[config.mk]
export PLATFORM = sky130hd
export DESIGN_NAME = cdgss_ctrl
export DESIGN_NICKNAME = d
export VERILOG_FILES = /design/src/hdl/cdgss_pkg.sv /design/src/hdl/cdgss_ctrl.sv
export SDC_FILE = /design/constraint.sdc
export NUM_CORES = 1
export LEC_CHECK = 0
export BUFFER_PORTS_ARGS = -buffer_cell sky130_fd_sc_hd__buf_2
export CAP_MARGIN = 20
export CORE_ASPECT_RATIO = 0.8
export CORE_MARGIN = 2
export CORE_UTILIZATION = 30
export CTS_BUF_LIST = sky130_fd_sc_hd__clkbuf_8 sky130_fd_sc_hd__clkbuf_16
export CTS_CLUSTER_DIAMETER = 100
export DETAILED_ROUTE_END_ITERATION = 7
export PLACE_DENSITY_LB_ADDON = 0.25
export REMOVE_ABC_BUFFERS = 1
export SLEW_MARGIN = 10
export SYNTH_ARGS = -nofsm -noshare
export SYNTH_HDL_FRONTEND = slang
export SYNTH_SLANG_ARGS = --single-unit
[constraint.sdc]
create_clock -name clk -period 3.6 [get_ports clk]
set_input_delay 0.54 -clock clk [delete_from_list [all_inputs] [get_ports clk]]
set_output_delay 0.54 -clock clk [all_outputs]
set_load 0.05 [all_outputs]
[src/hdl/cdgss_pkg.sv]
package cdgss_pkg;

    typedef enum logic [1:0] {
        MODE_WRITE   = 2'd0,
        MODE_HSCROLL = 2'd1,
        MODE_VSCROLL = 2'd2,
        MODE_READ    = 2'd3
    } mode_t;

    // Scroll directions; any other code leaves the screen alone.
    localparam logic [1:0] DIR_NONE  = 2'd0;
    localparam logic [1:0] DIR_FWD   = 2'd1;
    localparam logic [1:0] DIR_BACK  = 2'd2;
    localparam logic [1:0] DIR_SPARE = 2'd3;

    typedef enum logic [2:0] {
        OP_NONE,
        OP_LOAD,
        OP_INDEX,
        OP_WRITE_PIX,
        OP_READ_PIX,
        OP_MOVE,
        OP_RESULT
    } op_t;

    typedef enum logic [1:0] {
        SRC_MEM,
        SRC_BAND,
        SRC_FILL,
        SRC_ZERO
    } src_t;

    typedef struct packed {
        op_t  op;
        src_t src;
        logic dst_band;
    } cmd_t;

    typedef struct packed {
        mode_t      mode;
        logic [1:0] dir;
        logic       wrap;
        logic       err;
    } stat_t;

    typedef enum logic [3:0] {
        ST_CLEAR,
        ST_IDLE,
        ST_DECODE,
        ST_PIXEL,
        ST_BAND,
        ST_SHIFT,
        ST_REFILL,
        ST_DRAIN,
        ST_DONE
    } state_t;

endpackage

[src/hdl/cdgss_ctrl.sv]
module cdgss_ctrl #(
    parameter int SCREEN_WIDTH  = 300,
    parameter int SCREEN_HEIGHT = 216,
    parameter int TILE_WIDTH    = 6,
    parameter int TILE_HEIGHT   = 12,
    localparam int ADDR_W = $clog2(SCREEN_WIDTH * SCREEN_HEIGHT + 1)
) (
    input  logic               clk,
    input  logic               rst_n,
    input  logic               in_valid,
    output logic               in_ready,
    output logic               out_valid,
    input  logic               out_ready,
    input  cdgss_pkg::stat_t   stat,
    output cdgss_pkg::cmd_t    cmd,
    output logic [ADDR_W-1:0]  src_addr,
    output logic [ADDR_W-1:0]  dst_addr
);
    import cdgss_pkg::*;

    localparam int PIX    = SCREEN_WIDTH * SCREEN_HEIGHT;
    localparam int HS     = (TILE_WIDTH < SCREEN_WIDTH) ? TILE_WIDTH : SCREEN_WIDTH;
    localparam int VS     = (TILE_HEIGHT < SCREEN_HEIGHT) ? TILE_HEIGHT : SCREEN_HEIGHT;
    localparam int LINE_W = $clog2(SCREEN_HEIGHT);

    localparam logic [ADDR_W-1:0] ONE      = ADDR_W'(1);
    localparam logic [ADDR_W-1:0] A_WIDTH  = ADDR_W'(SCREEN_WIDTH);
    localparam logic [ADDR_W-1:0] A_PIX_M1 = ADDR_W'(PIX - 1);
    localparam logic [ADDR_W-1:0] H_LEN    = ADDR_W'(SCREEN_WIDTH);
    localparam logic [ADDR_W-1:0] H_SH     = ADDR_W'(HS);
    localparam logic [ADDR_W-1:0] H_LMS    = ADDR_W'(SCREEN_WIDTH - HS);
    localparam logic [ADDR_W-1:0] V_LEN    = ADDR_W'(PIX);
    localparam logic [ADDR_W-1:0] V_SH     = ADDR_W'(SCREEN_WIDTH * VS);
    localparam logic [ADDR_W-1:0] V_LMS    = ADDR_W'(PIX - SCREEN_WIDTH * VS);
    localparam logic [LINE_W-1:0] LINE_LAST = LINE_W'(SCREEN_HEIGHT - 1);

    state_t            state_reg, state_next;
    logic [ADDR_W-1:0] src_reg, src_next;
    logic [ADDR_W-1:0] dst_reg, dst_next;
    logic [ADDR_W-1:0] cnt_reg, cnt_next;
    logic [ADDR_W-1:0] base_reg, base_next;
    logic [LINE_W-1:0] line_reg, line_next;
    logic              out_valid_reg, out_valid_next;

    logic [ADDR_W-1:0] len;
    logic [ADDR_W-1:0] sh;
    logic [ADDR_W-1:0] lms;
    logic [ADDR_W-1:0] nb;
    logic              back;
    logic              last;

    always_ff @(posedge clk or negedge rst_n)
    begin
        if (!rst_n)
        begin
            state_reg     <= ST_CLEAR;
            src_reg       <= '0;
            dst_reg       <= '0;
            cnt_reg       <= A_PIX_M1;
            base_reg      <= '0;
            line_reg      <= '0;
            out_valid_reg <= 1'b0;
        end
        else
        begin
            state_reg     <= state_next;
            src_reg       <= src_next;
            dst_reg       <= dst_next;
            cnt_reg       <= cnt_next;
            base_reg      <= base_next;
            line_reg      <= line_next;
            out_valid_reg <= out_valid_next;
        end
    end

    // A scroll is done region by region: one line for a horizontal scroll, the whole
    // screen for a vertical one. Each region saves the band that leaves, shifts the
    // rest, then refills the uncovered band.
    always_comb
    begin
        len  = (stat.mode == MODE_HSCROLL) ? H_LEN : V_LEN;
        sh   = (stat.mode == MODE_HSCROLL) ? H_SH : V_SH;
        lms  = (stat.mode == MODE_HSCROLL) ? H_LMS : V_LMS;
        back = (stat.dir == DIR_BACK);
        last = (cnt_reg == '0);
        nb   = base_reg + A_WIDTH;

        state_next     = state_reg;
        src_next       = src_reg;
        dst_next       = dst_reg;
        cnt_next       = cnt_reg;
        base_next      = base_reg;
        line_next      = line_reg;
        out_valid_next = out_valid_reg && !out_ready;
        cmd            = '{op: OP_NONE, src: SRC_ZERO, dst_band: 1'b0};
        in_ready       = 1'b0;

        unique case (state_reg)
            ST_CLEAR:
            begin
                cmd.op   = OP_MOVE;
                cmd.src  = SRC_ZERO;
                dst_next = dst_reg + ONE;
                cnt_next = cnt_reg - ONE;
                if (last)
                begin
                    state_next = ST_IDLE;
                end
            end
            ST_IDLE:
            begin
                in_ready = 1'b1;
                if (in_valid)
                begin
                    cmd.op     = OP_LOAD;
                    state_next = ST_DECODE;
                end
            end
            ST_DECODE:
            begin
                priority if (stat.mode == MODE_WRITE || stat.mode == MODE_READ)
                begin
                    if (stat.err)
                    begin
                        state_next = ST_DONE;
                    end
                    else
                    begin
                        cmd.op     = OP_INDEX;
                        state_next = ST_PIXEL;
                    end
                end
                else if (stat.dir == DIR_FWD || stat.dir == DIR_BACK)
                begin
                    base_next  = '0;
                    line_next  = '0;
                    src_next   = back ? '0 : lms;
                    dst_next   = '0;
                    cnt_next   = sh - ONE;
                    state_next = ST_BAND;
                end
                else
                begin
                    state_next = ST_DONE;
                end
            end
            ST_PIXEL:
            begin
                cmd.op     = (stat.mode == MODE_WRITE) ? OP_WRITE_PIX : OP_READ_PIX;
                state_next = ST_DONE;
            end
            ST_BAND:
            begin
                cmd.op       = OP_MOVE;
                cmd.src      = SRC_MEM;
                cmd.dst_band = 1'b1;
                src_next     = src_reg + ONE;
                dst_next     = dst_reg + ONE;
                cnt_next     = cnt_reg - ONE;
                if (last)
                begin
                    // When the tile covers the whole screen there is nothing to shift.
                    if (lms != '0)
                    begin
                        src_next   = back ? base_reg + sh : base_reg + lms - ONE;
                        dst_next   = back ? base_reg : base_reg + len - ONE;
                        cnt_next   = lms - ONE;
                        state_next = ST_SHIFT;
                    end
                    else
                    begin
                        src_next   = '0;
                        dst_next   = back ? base_reg + lms : base_reg;
                        cnt_next   = sh - ONE;
                        state_next = ST_REFILL;
                    end
                end
            end
            ST_SHIFT:
            begin
                cmd.op   = OP_MOVE;
                cmd.src  = SRC_MEM;
                src_next = back ? src_reg + ONE : src_reg - ONE;
                dst_next = back ? dst_reg + ONE : dst_reg - ONE;
                cnt_next = cnt_reg - ONE;
                if (last)
                begin
                    src_next   = '0;
                    dst_next   = back ? base_reg + lms : base_reg;
                    cnt_next   = sh - ONE;
                    state_next = ST_REFILL;
                end
            end
            ST_REFILL:
            begin
                cmd.op   = OP_MOVE;
                cmd.src  = stat.wrap ? SRC_BAND : SRC_FILL;
                src_next = src_reg + ONE;
                dst_next = dst_reg + ONE;
                cnt_next = cnt_reg - ONE;
                if (last)
                begin
                    if (stat.mode == MODE_HSCROLL && line_reg != LINE_LAST)
                    begin
                        line_next  = line_reg + LINE_W'(1);
                        base_next  = nb;
                        src_next   = back ? nb : nb + lms;
                        dst_next   = '0;
                        cnt_next   = sh - ONE;
                        state_next = ST_BAND;
                    end
                    else
                    begin
                        state_next = ST_DRAIN;
                    end
                end
            end
            ST_DRAIN:
            begin
                state_next = ST_DONE;
            end
            ST_DONE:
            begin
                if (!out_valid_reg || out_ready)
                begin
                    cmd.op         = OP_RESULT;
                    out_valid_next = 1'b1;
                    state_next     = ST_IDLE;
                end
            end
            default:
            begin
                state_next = ST_IDLE;
            end
        endcase
    end

    assign out_valid = out_valid_reg;
    assign src_addr  = src_reg;
    assign dst_addr  = dst_reg;

    a_result_slot: assert property (@(posedge clk) disable iff (!rst_n)
        (cmd.op == OP_RESULT) |-> (!out_valid_reg || out_ready))
        else $error("result loaded over one that has not been transferred");

    a_shift_exit: assert property (@(posedge clk) disable iff (!rst_n)
        (state_reg == ST_SHIFT && cnt_reg == '0) |=> (state_reg == ST_REFILL))
        else $error("shift phase did not end on its last pixel");

    a_line_range: assert property (@(posedge clk) disable iff (!rst_n)
        line_reg <= LINE_LAST)
        else $error("line counter ran past the last screen line");

endmodule

Word level (Yosys, flattened, before mapping)
Cells that the tools add are included.
- flip-flop bits (word level): 77
- bits of input ports: 10
- output and inout bits: 40
- logic and storage cells: 131
- add/sub/neg operators: 15
- eq/ne operators: 22
- muxes and demuxes: 66
- reduce and logical (&&, ||, !) cells: 21
- operator list (kind ; number):
    $mux W16 ; 32
    $pmux W16 S5 ; 2
    $sub A16 B1 Y16 const B ; 6
    $pmux W16 S4 ; 1
    $add A16 B16 Y16 ; 3
    $mux W4 ; 9
    $add A16 B1 Y16 const B ; 2
    $mux W8 ; 4
    $pmux W16 S2 ; 1
    $pmux W4 S8 ; 1
    $ne A2 B2 Y1 const B ; 9
    $add A16 B12 Y16 ; 1
    $add A16 B9 Y16 const B ; 1
    $eq A4 B3 Y1 const B ; 4
    $logic_not A16 Y1 ; 1
    $pmux W8 S2 ; 1
    $reduce_bool A16 Y1 ; 1
    $pmux W3 S5 ; 1
    $sub A12 B1 Y13 const B ; 1
    $mux W12 ; 1
    $mux W2 ; 5
    $add A8 B1 Y8 const B ; 1
    $eq A4 B2 Y1 const B ; 2
    $ne A8 B8 Y1 const B ; 1
    other kinds (20) ; 33

Longest topological paths before layout
- depth in word-level cells: 8
- depth in mapped cells: 16
- depth with buffers taken out: 15

Least setup slack after synthesis
Ideal clock, no wire load.
- path kind: in2reg
- start: input stat[5] (netlist bit)
- end: register src_reg[15] (netlist: src_addr[15])
- library setup time: 0.104 ns
- arrival time: 3.578 ns
- required time: 3.496 ns
- path slack: -0.081 ns
- stages on the path: 15
- path buffers: 2
- path through: inv_1 > ha_1 > buf_6 > inv_1 > ha_1 > clkbuf_1 > nand3_1 > nor4_1 > or4_1 > o311ai_2 > nor3_2 > nand3_1 > nand3b_1 > xnor2_1 > o311ai_1
- longest elaborated chain between the ends: 8
- elaborated cells on any way between the ends: 24
- those cells by class: add/sub (4); eq/ne (3); mux (12); reduce/logical (5)
- RTL lines (element ; line ; text):
    start: declaration ; cdgss_ctrl.sv:14 ; input cdgss_pkg::stat_t stat,
    $eq A2 B1 Y1 ; cdgss_ctrl.sv:82, cdgss_ctrl.sv:83, cdgss_ctrl.sv:203 ;
    $mux W16 ; cdgss_ctrl.sv:83 ; lms = (stat.mode == MODE_HSCROLL) ? H_LMS : V_LMS;
    $add A16 B16 Y16 ; cdgss_ctrl.sv:165 ; src_next = back ? base_reg + sh : base_reg + lms - ONE;
    $sub A16 B1 Y16 ; cdgss_ctrl.sv:165 ;
    $mux W16 ; cdgss_ctrl.sv:165 ;
    $mux W16 ; cdgss_ctrl.sv:163 ; if (lms != '0)
    $mux W16 ; cdgss_ctrl.sv:160 ; if (last)
    $pmux W16 S4 ; cdgss_ctrl.sv:98 ; unique case (state_reg)
    end signal: assignment ; cdgss_ctrl.sv:67 ; src_reg <= src_next;
    end: declaration ; cdgss_ctrl.sv:38 ; logic [ADDR_W-1:0] src_reg, src_next;
Parallel ways exist; a longest one is shown, timed or not. The select of a mux whose other input is x is not followed.
A chain may end at the register's enable or synchronous reset.

Worst setup path after layout
- start: input stat[5] (netlist bit)
- end: register dst_reg[14] (netlist: dst_addr[14])
- longest elaborated chain between the ends: 8
- elaborated cells on any way between the ends: 21
- those cells by class: add/sub (3); eq/ne (3); mux (10); reduce/logical (5)
- RTL lines (element ; line ; text):
    $eq A2 B1 Y1 ; cdgss_ctrl.sv:81, cdgss_ctrl.sv:83, cdgss_ctrl.sv:203 ;
    $mux W16 ; cdgss_ctrl.sv:81 ; len = (stat.mode == MODE_HSCROLL) ? H_LEN : V_LEN;
    $add A16 B16 Y16 ; cdgss_ctrl.sv:166 ; dst_next = back ? base_reg : base_reg + len - ONE;
    $sub A16 B1 Y16 ; cdgss_ctrl.sv:166 ;
    $mux W16 ; cdgss_ctrl.sv:166 ;
    $mux W16 ; cdgss_ctrl.sv:163 ;
    $mux W16 ; cdgss_ctrl.sv:160 ;
    $pmux W16 S5 ; cdgss_ctrl.sv:98 ;
    end signal: assignment ; cdgss_ctrl.sv:68 ; dst_reg <= dst_next;
    end: declaration ; cdgss_ctrl.sv:39 ; logic [ADDR_W-1:0] dst_reg, dst_next;
Parallel ways exist; a longest one is shown, timed or not.

==> summary.md <==
| Metric | Value |
|---|---|
| Netlist cell types | 93 |
| GRT Overall Usage | between 20% and 30% |
| Die W | between 150 and 200 µm |
| Post-synth top area share | about a fifth |
| Leak | approximately 4.0 nW |
| Sum of negative setup slack | 0 ns |
| Gr ovfl total | 0 |
| Critical path's slowest cell | fa_1 |
| Crit end category | flip-flop |
| Hold Crit Class | primary input to async pin |
| Synth area leader | dfrtp_1 |
| Die area | 29100 µm² |
| Post-synth EDFFs | 0 |
| Final Hold Viols | 0 |
| Maximum buffer depth of the clock tree | 2 |
| Worst rel slew slack | between 40% and 50% |
| Synth top area cells | dfrtp_1 19%, xnor2_1 6.4%, o21ai_0 6.2% |
| Vias | roughly 9100 |
| Layout cells sized above 1 | approximately 17% |
| Global-route wire length before repair | 50.3 mm |
| Final Max Tran Viols | 0 |
| Seq/Total Area, Yosys | between 20 and 25% |
| Fin Hold WS | ~0.16 ns |
| CP arrival | 3.58 ns |
| Crit-path max cell delay | about 0.45 ns |
| IO Port Bufs | 49 |
| Worst VDD drop | between 400 and 500 µV |
| Iter 0 DRT Violations | between 1000 and 1500 |
| Num CTS Buffers | 9 |
| ANT cells | 0 |
| Gpl congestion | around 0.95 |
| Root buffer cell | clkbuf_16 |
| Sw power | between 3 and 4 mW |
| Initial core utilization | a little under a third |
| CORE AREA | between 20000 and 30000 µm² |
| Buf/Inv on CP | 4 |
| RSZ-0062 raised after global routing | false |
| Crit path max fanout | 3 |
| Post-CTS Resized | 0 |
| Asr flop ratio synth | 100% |
| TritonCTS clock tree | yes |
| Final Core Density | a little over a third |
| Post-route setup slack | about 0.26 ns |
| Detail Placement HPWL | around 25 mm |
| Worst slew pin tran | 0.751 ns |
| Sw Ratio | a little over half |
| Setup Crit Path Kind | primary input to flip-flop |
| Number of logic stages on the critical path including buffering | 16 |
| Rows | 54 |
| Final worst path period share | just over 90% |
| Hold-fix buffers, CTS | 0 |
| Fillers | about 2900 |
| CP delay by family, top | compound AO/OA/AOI/OAI gates |
| Post-Syn Area | 8330 µm² |
| Routed Wire Length | about 33 mm |
| Seq pwr share | around 23% |
| Reg clk slew, reported paths | around 0.070 ns |
| Residual DRC | 0 |
| Count leader, synth | nand2_1 |
| Pwr Density | between 700 and 800 nW/µm² |
| Count of final setup violators | 0 |
| Post-place setup slack | -0.0422 ns |
| Flop-to-flop setup slack | ~0.32 ns |
| Syn avg cell area | between 7 and 8 µm² |
| Later-pin clock latency in the skew report | between 0.3 and 0.4 ns |
| CTS Sinks | 75 |
| Final nets | approximately 1300 |
| Pwr Total | 7.11 mW |
| Synth Register Bits | between 70 and 80 |
| First-pass DRT Iterations | 6 |
| Clk pwr share | 15.1% |
| Drt wl/cell | about 21 µm |
| Chip height | between 150 and 200 µm |
| H-Tree Level Count | 3 |
| Worst R2R Path Depth | 13 |
| Commonest cells post-synth | 122 x nand2_1, 103 x o21ai_0, 94 x nor2_1, 82 x a21oi_1, 63 x dfrtp_1 |
| Status | finished, final reports clean |
| Post-route minimum period | 3.34 ns |
| Area delta synth->final | 17.2% |
| Max frequency | about 0.30 GHz |
| Io pins | 50 |
| Clock skew | between 0.01 and 0.015 ns |
| Vias per inst | approximately 6 |
| Largest net degree at the start of global routing | 43 |
| Required time worst endpoint | between 3 and 4 ns |
| Internal Pwr Total | 3.26 mW |
| Worst path cell trace | buf_2 -> inv_1 -> ha_1 -> inv_1 -> ha_1 -> inv_1 -> fa_1 -> a21oi_1 -> o21bai_1 -> a31o_2 -> a21oi_1 -> nor2b_1 -> o21ai_0 -> mux2_2 -> a21oi_1 -> a31oi_1 |
| Ys flop type | dfrtp_1 |
| Cells after Synth | ~1100 |
| Vias in the first global route | between 8000 and 9000 |
| Initial antenna violation count | 0 |
| Maxcap violations | 0 |
| Area of the multi-input gates | roughly 6000 µm² |
| Storage cell area | approximately 1900 µm² |
| Worst Setup Start Kind | primary input |
| Ys Warns | 0 |
| DRT antenna net count | 0 |
| Combinational power share | 62.4% |
| Post-CTS Setup Repair Bufs | 0 |
worst paths after layout:
kind / from / endpoint
setup / recovery: stat[5] / dst_addr[14]
hold / removal: rst_n / base_reg[12]
setup reg to reg: base_reg[2] / src_addr[13]
hold reg to reg: cnt_reg[15] / cnt_reg[15]
max in group asynchronous: rst_n / state_reg[1]
min in group clk: cnt_reg[15] / cnt_reg[15]
cells by family (layout without fill, tap and decap cells):
| kind of cell | Yosys count | count (layout) | share of synthesized area (%) |
|---|---|---|---|
| compound gates | 362 | 362 | 28.4 |
| xor+xnor | 96 | 96 | 10.5 |
| fa+ha+maj | 41 | 41 | 6.43 |
| buf+inv | 111 | 198 | 5.52 |
| flops | 75 | 75 | 22.7 |
| mux | 10 | 10 | 1.53 |
| other cells | 1 | 3 | 0.0450 |
| simple gates | 419 | 419 | 24.9 |
power by group through the flow:
stage | clock network (mW) | logic, mW | registers (mW)
global route | 1.11 | 4.79 | 1.66
floorplan | 0 | 2.46 | 2.02
finish | 1.07 | 4.44 | 1.60
global placement | 0 | 4.32 | 1.60
detailed placement | 0 | 4.35 | 1.60
CTS | 1.08 | 4.37 | 1.59
placed cells by master (no fill, tap or decap), types with 11 or more instances in the layout:
cell type	n
a211oi_1	16
a21oi_1	81
a221oi_1	11
a31oi_1	15
and3_1	23
buf_2	48
buf_4	92
dfrtp_1	63
dfstp_2	12
ha_1	37
inv_1	39
nand2_1	122
nand2b_1	13
nand3_1	39
nor2_1	94
nor2b_1	17
nor3_1	42
nor4_1	12
o211ai_1	11
o21ai_0	102
o22ai_1	17
o31ai_1	11
or3_1	11
xnor2_1	61
xor2_1	32
layout make-up:
type	instances	area share (%)
tap	364	4.66
clock buffer	9	2.31
sequential	75	19.4
inverter	41	1.58
clock inverter	7	1.01
timing repair buffer	141	9.65
multi-input combinational	931	61.4
metal layers:
metal	track usage (%)	vias up	wire length, µm
li1	-	4251	-
met3	4.11	44	3040
met5	0	-	0
met4	5.76	0	688
met2	31.4	438	13400
met1	34.4	4414	15700
stage by stage:
stage          instance area [µm²]  std cells
3_3_place_gp                  9430       1551
4_1_cts                       9770       1568
2_1_floorplan                 8040       1047
3_5_place_dp                  9440       1552
6_report                      9770       1568
5_1_grt                       9770       1568
Note: power is estimated with default switching activity, not from simulation.
